===== config.mk =====
export PLATFORM = sky130hd
export DESIGN_NAME = sha256_single_block_hash
export DESIGN_NICKNAME = d
export VERILOG_FILES = /design/src/rtl/core/s256sb_pkg.sv /design/src/rtl/core/s256sb_wcell.sv /design/src/rtl/core/s256sb_round.sv /design/src/rtl/core/sha256_single_block_hash.sv
export SDC_FILE = /design/constraint.sdc
export NUM_CORES = 2
export LEC_CHECK = 0
export BUFFER_PORTS_ARGS = -buffer_cell sky130_fd_sc_hd__clkbuf_2
export CAP_MARGIN = 20
export CELL_PAD_IN_SITES_DETAIL_PLACEMENT = 1
export CELL_PAD_IN_SITES_GLOBAL_PLACEMENT = 1
export CORE_AREA = 10 10 423 302
export DETAILED_ROUTE_END_ITERATION = 12
export DIE_AREA = 0 0 433 312
export GPL_ROUTABILITY_DRIVEN = 0
export GPL_TIMING_DRIVEN = 0
export PLACE_DENSITY = 0.75
export SLEW_MARGIN = 20
export SYNTH_ARGS = -nofsm -noshare
export SYNTH_HDL_FRONTEND = slang
export SYNTH_SLANG_ARGS = --single-unit

===== constraint.sdc =====
create_clock -name clk -period 22.8 [get_ports clk]
set_input_delay 2.28 -clock clk [delete_from_list [all_inputs] [get_ports clk]]
set_output_delay 2.28 -clock clk [all_outputs]
set_load 0.02 [all_outputs]

===== src/rtl/core/s256sb_pkg.sv =====
// shared types, constants and round functions for the sha-256 single block hasher
// no dependencies; imported by every module under rtl/core
`timescale 1ns / 1ps

package s256sb_pkg;

  localparam int WORD_W = 32;
  localparam int WORDS_PER_BLOCK = 16;
  localparam int ROUNDS = 64;
  localparam int NUM_VARS = 8;
  localparam int WCNT_W = $clog2(WORDS_PER_BLOCK);
  localparam int RCNT_W = $clog2(ROUNDS);
  localparam logic [WCNT_W-1:0] WORD_LAST = WCNT_W'(WORDS_PER_BLOCK - 1);
  localparam logic [RCNT_W-1:0] ROUND_LAST = RCNT_W'(ROUNDS - 1);

  typedef logic [WORD_W-1:0] word_t;
  typedef logic [NUM_VARS-1:0][WORD_W-1:0] vars_t;

  typedef enum logic [1:0] {
    ST_LOAD,
    ST_ROUND,
    ST_FINISH
  } state_t;

  typedef struct packed {
    logic load_iv;
    logic step;
  } rnd_ctl_t;

  localparam word_t IV [NUM_VARS] = '{
    32'h6a09e667, 32'hbb67ae85, 32'h3c6ef372, 32'ha54ff53a,
    32'h510e527f, 32'h9b05688c, 32'h1f83d9ab, 32'h5be0cd19
  };

  localparam word_t K_TABLE [ROUNDS] = '{
    32'h428a2f98, 32'h71374491, 32'hb5c0fbcf, 32'he9b5dba5,
    32'h3956c25b, 32'h59f111f1, 32'h923f82a4, 32'hab1c5ed5,
    32'hd807aa98, 32'h12835b01, 32'h243185be, 32'h550c7dc3,
    32'h72be5d74, 32'h80deb1fe, 32'h9bdc06a7, 32'hc19bf174,
    32'he49b69c1, 32'hefbe4786, 32'h0fc19dc6, 32'h240ca1cc,
    32'h2de92c6f, 32'h4a7484aa, 32'h5cb0a9dc, 32'h76f988da,
    32'h983e5152, 32'ha831c66d, 32'hb00327c8, 32'hbf597fc7,
    32'hc6e00bf3, 32'hd5a79147, 32'h06ca6351, 32'h14292967,
    32'h27b70a85, 32'h2e1b2138, 32'h4d2c6dfc, 32'h53380d13,
    32'h650a7354, 32'h766a0abb, 32'h81c2c92e, 32'h92722c85,
    32'ha2bfe8a1, 32'ha81a664b, 32'hc24b8b70, 32'hc76c51a3,
    32'hd192e819, 32'hd6990624, 32'hf40e3585, 32'h106aa070,
    32'h19a4c116, 32'h1e376c08, 32'h2748774c, 32'h34b0bcb5,
    32'h391c0cb3, 32'h4ed8aa4a, 32'h5b9cca4f, 32'h682e6ff3,
    32'h748f82ee, 32'h78a5636f, 32'h84c87814, 32'h8cc70208,
    32'h90befffa, 32'ha4506ceb, 32'hbef9a3f7, 32'hc67178f2
  };

  function automatic word_t rotr(word_t v, int amt);
    rotr = (v >> amt) | (v << (WORD_W - amt));
  endfunction

  function automatic word_t ssig0(word_t x);
    ssig0 = rotr(x, 7) ^ rotr(x, 18) ^ (x >> 3);
  endfunction

  function automatic word_t ssig1(word_t x);
    ssig1 = rotr(x, 17) ^ rotr(x, 19) ^ (x >> 10);
  endfunction

  function automatic word_t bsig0(word_t x);
    bsig0 = rotr(x, 2) ^ rotr(x, 13) ^ rotr(x, 22);
  endfunction

  function automatic word_t bsig1(word_t x);
    bsig1 = rotr(x, 6) ^ rotr(x, 11) ^ rotr(x, 25);
  endfunction

  function automatic word_t choose(word_t e, word_t f, word_t g);
    choose = (e & f) ^ (~e & g);
  endfunction

  function automatic word_t majority(word_t a, word_t b, word_t c);
    majority = (a & b) ^ (a & c) ^ (b & c);
  endfunction

endpackage


===== src/rtl/core/s256sb_wcell.sv =====
// one cell of the message schedule chain: a 32-bit word that takes its neighbor's word
// depends on s256sb_pkg
`timescale 1ns / 1ps

module s256sb_wcell (
  input  logic                clk,
  input  logic                shift,
  input  s256sb_pkg::word_t   d,
  output s256sb_pkg::word_t   q
);
  import s256sb_pkg::*;

  word_t data;

  always_ff @(posedge clk) begin
    if (shift) begin
      data <= d;
    end
  end

  assign q = data;

endmodule


===== src/rtl/core/s256sb_round.sv =====
// sha-256 working variables a..h and the compression round, one round per step
// depends on s256sb_pkg
`timescale 1ns / 1ps

module s256sb_round (
  input  logic                 clk,
  input  s256sb_pkg::rnd_ctl_t ctl,
  input  s256sb_pkg::word_t    k,
  input  s256sb_pkg::word_t    w,
  output s256sb_pkg::vars_t    vars
);
  import s256sb_pkg::*;

  vars_t v;
  vars_t v_next;
  word_t t1;
  word_t t2;

  // index 0 is a, index 7 is h
  always_comb begin
    t1 = v[7] + bsig1(v[4]) + choose(v[4], v[5], v[6]) + k + w;
    t2 = bsig0(v[0]) + majority(v[0], v[1], v[2]);
    v_next = v;
    if (ctl.load_iv) begin
      for (int i = 0; i < NUM_VARS; i++) begin
        v_next[i] = IV[i];
      end
    end else if (ctl.step) begin
      v_next[0] = t1 + t2;
      v_next[1] = v[0];
      v_next[2] = v[1];
      v_next[3] = v[2];
      v_next[4] = v[3] + t1;
      v_next[5] = v[4];
      v_next[6] = v[5];
      v_next[7] = v[6];
    end
  end

  always_ff @(posedge clk) begin
    v <= v_next;
  end

  assign vars = v;

endmodule


===== src/rtl/core/sha256_single_block_hash.sv =====
// sha-256 single block hasher top level: word intake, schedule cell chain, round control
// depends on s256sb_pkg, s256sb_wcell, s256sb_round
`timescale 1ns / 1ps

// channel  dir  tdata bits  fields (low bit up)
// s_*      in   32          message_word
// m_*      out  256         digest_0, digest_1, digest_2, digest_3
//
// sixteen words are taken one per cycle while s_tvalid is high, then 64 rounds (one
// round per cycle through the round unit) and the final add into the output register.
// words of the next block are taken while a digest waits in the output register;
// the final add waits until that register is free.
// rst drops a partly loaded block and empties the output register.

module sha256_single_block_hash (
  input  logic         clk,
  input  logic         rst,
  input  logic         s_tvalid,
  output logic         s_tready,
  input  logic [31:0]  s_tdata,   // message_word
  output logic         m_tvalid,
  input  logic         m_tready,
  output logic [255:0] m_tdata    // digest_0, digest_1, digest_2, digest_3
);
  import s256sb_pkg::*;

  state_t            state;
  state_t            state_next;
  logic [WCNT_W-1:0] word_cnt;
  logic [RCNT_W-1:0] round_cnt;
  rnd_ctl_t          ctl;
  logic              win_shift;
  logic              out_load;
  word_t             win [WORDS_PER_BLOCK];
  word_t             win_in;
  word_t             expand;
  vars_t             vars;
  logic [255:0]      digest;

  // schedule chain: cell 0 holds w[t] during round t, new words enter at the top
  for (genvar i = 0; i < WORDS_PER_BLOCK; i++) begin : g_win
    if (i == WORDS_PER_BLOCK - 1) begin : g_top
      s256sb_wcell u_cell (.clk(clk), .shift(win_shift), .d(win_in), .q(win[i]));
    end else begin : g_mid
      s256sb_wcell u_cell (.clk(clk), .shift(win_shift), .d(win[i+1]), .q(win[i]));
    end
  end

  assign expand = ssig1(win[14]) + win[9] + ssig0(win[1]) + win[0];
  assign win_in = (state == ST_ROUND) ? expand : s_tdata;

  s256sb_round u_round (
    .clk  (clk),
    .ctl  (ctl),
    .k    (K_TABLE[round_cnt]),
    .w    (win[0]),
    .vars (vars)
  );

  always_ff @(posedge clk) begin
    if (rst) begin
      state <= ST_LOAD;
    end else begin
      state <= state_next;
    end
  end

  always_comb begin
    state_next = state;
    s_tready   = 1'b0;
    ctl        = '0;
    win_shift  = 1'b0;
    out_load   = 1'b0;
    unique case (state)
      ST_LOAD: begin
        s_tready = 1'b1;
        if (s_tvalid) begin
          win_shift = 1'b1;
          if (word_cnt == WORD_LAST) begin
            ctl.load_iv = 1'b1;
            state_next  = ST_ROUND;
          end
        end
      end
      ST_ROUND: begin
        ctl.step  = 1'b1;
        win_shift = 1'b1;
        if (round_cnt == ROUND_LAST) begin
          state_next = ST_FINISH;
        end
      end
      ST_FINISH: begin
        if (!m_tvalid || m_tready) begin
          out_load   = 1'b1;
          state_next = ST_LOAD;
        end
      end
      default: state_next = ST_LOAD;
    endcase
  end

  always_ff @(posedge clk) begin
    if (rst) begin
      word_cnt  <= '0;
      round_cnt <= '0;
    end else begin
      if (state == ST_LOAD && s_tvalid) begin
        word_cnt <= word_cnt + 1'b1;
      end
      if (state == ST_ROUND) begin
        round_cnt <= round_cnt + 1'b1;
      end else begin
        round_cnt <= '0;
      end
    end
  end

  // final add of the initial hash; digest_j = {H[2j], H[2j+1]}
  always_comb begin
    for (int j = 0; j < NUM_VARS / 2; j++) begin
      digest[64*j+32 +: 32] = vars[2*j] + IV[2*j];
      digest[64*j    +: 32] = vars[2*j+1] + IV[2*j+1];
    end
  end

  always_ff @(posedge clk) begin
    if (rst) begin
      m_tvalid <= 1'b0;
    end else if (out_load) begin
      m_tvalid <= 1'b1;
    end else if (m_tready) begin
      m_tvalid <= 1'b0;
    end
  end

  always_ff @(posedge clk) begin
    if (out_load) begin
      m_tdata <= digest;
    end
  end

`ifndef SYNTHESIS
  a_last_word_starts_rounds: assert property (@(posedge clk) disable iff (rst)
    (state == ST_LOAD && s_tvalid && word_cnt == WORD_LAST)
      |=> (state == ST_ROUND && round_cnt == '0))
    else $error("last word did not start the rounds");

  a_rounds_end_in_finish: assert property (@(posedge clk) disable iff (rst)
    (state == ST_ROUND && round_cnt == ROUND_LAST) |=> state == ST_FINISH)
    else $error("round sequence did not end after the last round");

  a_result_from_finish: assert property (@(posedge clk) disable iff (rst)
    $rose(m_tvalid) |-> $past(state) == ST_FINISH)
    else $error("result appeared outside the final add");

  a_no_intake_in_rounds: assert property (@(posedge clk) disable iff (rst)
    (state == ST_ROUND) |=> $stable(word_cnt))
    else $error("word count moved during rounds");
`endif

endmodule

Yosys cells after proc, flatten, opt, wreduce, memory -nomap -nowiden --
Memory sizes are Yosys's and may differ from the RTL's. Cells that the tools add are included.
Cells by class: add/sub/neg operators 20, $lt $le $gt $ge 1, eq/ne operators 8, muxes and demuxes 19, bitwise operators 29, reduce and logical (&&, ||, !) cells 7
Operator list (count):
- 32-bit adder | 10
- 32-bit XOR | 9
- 32-bit bitwise AND | 5
- 32-bit by 31-bit adder with 32-bit output, second input constant | 3
- 32-bit adder, second input constant | 3
- 32-bit two-way mux | 3
- 32-bit by 29-bit adder with 32-bit output, second input constant | 1
- 32-bit by 30-bit adder with 32-bit output, second input constant | 1
- 32-bit NOT | 1
- 10-bit by 32-bit bitwise OR with 32-bit output | 1
- 13-bit by 32-bit bitwise OR with 32-bit output | 1
- 14-bit by 32-bit bitwise OR with 32-bit output | 1
- 15-bit by 32-bit bitwise OR with 32-bit output | 1
- 19-bit by 32-bit bitwise OR with 32-bit output | 1
- 21-bit by 32-bit bitwise OR with 32-bit output | 1
- 25-bit by 32-bit bitwise OR with 32-bit output | 1
- 26-bit by 32-bit bitwise OR with 32-bit output | 1
- 30-bit by 32-bit bitwise OR with 32-bit output | 1
- 7-bit by 32-bit bitwise OR with 32-bit output | 1
- 32-bit by 22-bit XOR with 32-bit output | 1
- 32-bit by 29-bit XOR with 32-bit output | 1
- 1-bit two-way mux | 10
- 2-bit two-way mux | 4
- 7-bit >= comparator, second input constant | 1
- other kinds (19) | 21
Word-level totals: bits in registers 1037, ROM bits 2048, input bits 36, output and inout port bits 258, word-level logic and storage cells 114, memories 1
Memories:
- (no name shown) | depth 64, width 32, rd ports 1, clocked after Yosys merged registers in 0, wr ports 0, line sha256_single_block_hash.sv:55 | .k (K_TABLE[round_cnt]),

Depth between registers and ports, before layout --
word-level depth 8, mapped depth 35, depth with buffers taken out 32

Hierarchy --
Synthesis repeated with hierarchy kept, for this count alone.
Second synthesis, totals: cell total of the unflattened synthesis 4647, area, all modules 54081.9 um^2
Modules (own cells, without submodules):
- sha256_single_block_hash | times used 1, cells each 2103, area an instance 20206.9 um^2, sequential area each 7947.6 um^2
- s256sb_round | times used 1, cells each 2032, area an instance 18500.2 um^2, sequential area each 5124.9 um^2
- s256sb_wcell | times used 16, cells each 32, area an instance 960.9 um^2, sequential area each 960.9 um^2

Worst setup path before layout --
No wires, ideal clock.
path kind input to register, from input port s_tvalid, to register g_win[0].g_mid.u_cell.data[0], enable pin, library setup time 1.405 ns, arrival time 23.615 ns, data required time 21.395 ns, setup slack -2.220 ns, stages on the path 2, path buffers 0, cells stage by stage nor2_1 -> nor2_1
Between the ends: longest elaborated chain between the ends 2
Ends and longest elaborated chain:
- start, declared | line sha256_single_block_hash.sv:18 | input logic s_tvalid,
- 1-bit two-way mux | line sha256_single_block_hash.sv:77 | if (s_tvalid) begin
- 1-bit case mux with 2 select lines | line sha256_single_block_hash.sv:74 | unique case (state)
- via g_win[0].g_mid.u_cell.shift | line s256sb_wcell.sv:7 | input logic shift,
- end signal, assigned | line s256sb_wcell.sv:17 | data <= d;
- end, declared | line s256sb_wcell.sv:13 | word_t data;
The timed path passes the listed nets, and every way through them passes these cells. A chain may end at the register's enable or synchronous reset.

Final worst setup path --
from register round_cnt[0], to register u_round.v (netlist bit u_round.vars[31])
Between the ends: longest elaborated chain between the ends 7
Ends and longest elaborated chain:
- start, declared | line sha256_single_block_hash.sv:30 | logic [RCNT_W-1:0] round_cnt;
- start signal, assigned | line sha256_single_block_hash.sv:111 | round_cnt <= round_cnt + 1'b1;
- 6-bit NOT with 7-bit output (implied by the code) | line sha256_single_block_hash.sv:55
- memory read 64 x 32 bit
- 32-bit two-way mux (implied by the code) (2 in series) | line sha256_single_block_hash.sv:55
- 32-bit adder (2 in series) | line s256sb_round.sv:21 | t1 = v[7] + bsig1(v[4]) + choose(v[4], v[5], v[6]) + k + w;
- 32-bit adder | line s256sb_round.sv:29 | v_next[0] = t1 + t2;
- end signal, assigned | line s256sb_round.sv:41 | v <= v_next;
- end, declared | line s256sb_round.sv:14 | vars_t v;
No other way between the ends. The select of a mux whose other input is x is not followed.

==> summary.txt <==
Die
  • Die Ht: 312 um
  • DIE AREA: 135,000 um2
  • Die width: 433 um
  • Core area: 120,000 um2
  • Top Ports: 294
  • Initial core utilization: 44.5%
  • Site Rows: 107

STA
  • Final Hold Fails: 0
  • Rel. slew slack: 16.6%
  • Actual slew at the worst max-slew pin: 1.25 ns
  • Crit share post-route: 45.9%
  • Setup Skew: 0.0818 ns
  • Period minus WS final: 10.46 ns
  • Endpoints failing setup: 0
  • RSZ-0062 raised after global routing: false
  • Hold WS: 0.400 ns
  • Final max-slew violation count: 0
  • Max Fclk: 95.6 MHz
  • Setup_tns: 0 ns

Finish
  • Share of cells above drive strength 1: 11.0%
  • Final Util: 50.9%
  • Synthesis-to-layout area growth: 14.5%
  • Multi-input gate area: 23,200 um2
  • Filler cell count: 12,800
  • Register Area: 28,400 um2
  • Layout Nets: 5,549
  • Final instance area: 61,200 um2

Clock network
  • Post-CTS Setup Inserts: 0
  • Hold-fix buffers at CTS: 0
  • Num CTS Buffers: 101
  • TritonCTS Sinks: 1,037
  • Post_cts resized: 0
  • CTS tree: yes
  • H-tree levels: 3
  • CTS root buffer: clkbuf_16
  • CTS Buffer Depth: 3
  • Clock transition at the registers of the reported paths: 0.07 ns
  • Worst skew pair latency: 0.76 ns

Setup path
  • Worst setup SP type: flip-flop
  • Worst path arrival time: 11.08 ns
  • CP max-delay cell: xnor2_1
  • Worst r2r src: round_cnt[0]
  • Worst R2R Path Depth: 35
  • R2R setup slack: 12.34 ns
  • Delay of the slowest critical-path stage: 0.96 ns
  • CP startpoint: round_cnt[0]
  • R2R Path End: u_round.vars[31]
  • Crit end category: flip-flop
  • Crit Path Max Fanout: 10
  • CP required: 23.41 ns
  • Worst setup path end: u_round.vars[31]
  • Crit Path Class: reg -> reg

GRT
  • Initial antenna violation count: 10
  • Largest net degree at the start of global routing: 30
  • Global Route met1 Usage: 42.8%
  • Vias in the first global route: 41,300
  • First-pass GRT wire length: 297 mm
  • Grt peak-use layer: met1
  • Gr usage total: 30.1%
  • Global-route met2 utilization: 41.2%
  • Routing usage on met3: 12.2%
  • Grt total ovfl: 0

Placed design
  • Detailed Place HPWL: 162 mm
  • Dpl cell area: 57,600 um2
  • IO buf count: 293

Synthesis
  • Synth area leader: edfxtp_1
  • Avg Cell Area, Syn: 11.3 um2
  • Yosys warning total: 0
  • Most frequent cells after synthesis: 768 x edfxtp_1, 688 x nand2_1, 409 x xnor2_1
  • Synthesized area: 53,400 um2
  • Top_reg_cell synth: edfxtp_1
  • Top cells by area, synth: edfxtp_1 43%, dfxtp_1 10%, fa_1 7.0%, xnor2_1 6.7%, nand2_1 4.8%
  • Netlist cell types: 104
  • Sequential fraction of the synthesis area: 53.2%
  • Synthesized net count: 5,118
  • Seq cells post-synth: 1,037
  • Post-synth EDFFs: 768
  • Top-count cell post-synth: edfxtp_1
  • Share of async-settable or async-resettable flops after synthesis: 0%
  • Top-area cell type share of the netlist area: 43.2%
  • Mapped Cells: 4,735

Min path
  • Hold Crit Class: reg -> reg

Detailed routing
  • WL per Instance: 30.7 um
  • DRC: 0
  • Vias: 42,000
  • Router iterations before antenna repair: 13
  • Antenna viol nets, final: 0
  • Drt total wl: 210 mm
  • Vias per cell: 6.14
  • DRT iter0 DRCs: 6,330

Status
  • Status: complete, no violations

Flow run
  • Max-Cap Viols: 0
[cells by family after synthesis]
logic type,synth area share (%)
AOI/OAI and AO/OA,11.3
xor gates and xnor gates,9.41
adders and majority gates,11.1
buffers and inverters,3.41
DFF,53.2
muxes,0.951
and+or+nand+nor,10.6
[placed cells by master (no fill, tap or decap), types with 18 or more instances in the layout]
cell type and instances:
clkbuf_1 239, buf_1 23, a21o_1 75, nand2b_1 34, maj3_1 20, a211oi_1 40
o21bai_1 27, nor3_1 66, nor2b_1 21, buf_12 23, xor2_1 164, nand3_1 146
inv_1 213, ha_1 159, mux2_2 24, o21a_1 28, a31oi_1 28, nand4_1 18
clkinv_1 21, xnor2_1 402, and3_1 23, or3_1 18, clkbuf_2 301, edfxtp_1 768
a21oi_1 302, o31ai_1 21, nor2_1 215, o211ai_1 60, o21ai_1 35, dfxtp_1 269
clkbuf_16 101, o21ai_0 189, nand2_1 688, fa_1 188
[sequential cells by signal, indices dropped and copies added (netlist names)]
signal                count
u_round.vars            256
g_win.g_top.u_cell.q     32
g_win.g_mid.u_cell.q    480
m_tdata                 256
state                     2
round_cnt                 6
m_tvalid                  1
word_cnt                  4
[routing by layer]
layer	up-vias	wire length [um]	part of all wire, %
met2	2787	83900	40
met4	8	8970	4.3
met3	535	30500	15
met1	21200	86700	41
met5	-	178	0.085
li1	17500	-	-
[how the worst min path moves through the flow]
stage                                  from                      endpoint  slack (ns)  depth (start not counted)
6_report       g_win[10].g_mid.u_cell.q[29]   g_win[9].g_mid.u_cell.q[29]        0.40                          0
5_1_grt        g_win[15].g_top.u_cell.q[19]  g_win[14].g_mid.u_cell.q[19]        0.42                          0
4_1_cts        g_win[10].g_mid.u_cell.q[29]   g_win[9].g_mid.u_cell.q[29]        0.41                          0
3_5_place_dp    g_win[4].g_mid.u_cell.q[26]   g_win[3].g_mid.u_cell.q[26]        0.41                          0
3_3_place_gp    g_win[4].g_mid.u_cell.q[26]   g_win[3].g_mid.u_cell.q[26]        0.40                          0
2_1_floorplan   g_win[11].g_mid.u_cell.q[0]   g_win[10].g_mid.u_cell.q[0]        0.40                          0
[critical path: cells and delay by family (launching register included)]
family | cells | cell delay, ns
AOI/OAI and AO/OA | 11 | 2.50
and+or+nand+nor | 10 | 1.92
adders and majority gates | 6 | 2.34
xor gates and xnor gates | 2 | 1.11
buffers and inverters | 6 | 2.08
DFF | 1 | 0.40
[cell type report]
cell class	instances	area share [%]
Timing Repair Buffer	328	3.60
Tap cell	1580	3.23
Antenna cell	9	0.0368
Multi-Input combinational cell	3219	38.0
Buffer	263	1.67
Clock buffer	122	4.29
Sequential cell	1037	46.5
Clock inverter	70	1.35
Inverter	216	1.33
[through the flow]
stage	instances	setup WS [ns]
2_1_floorplan	4735	6.62
3_3_place_gp	6608	1.73
3_5_place_dp	6641	12.60
4_1_cts	6833	12.61
5_1_grt	6836	12.02
6_report	6844	12.34
Power is not shown: default switching activity piles up to over one toggle a cycle in this logic, so the estimate is an artifact.
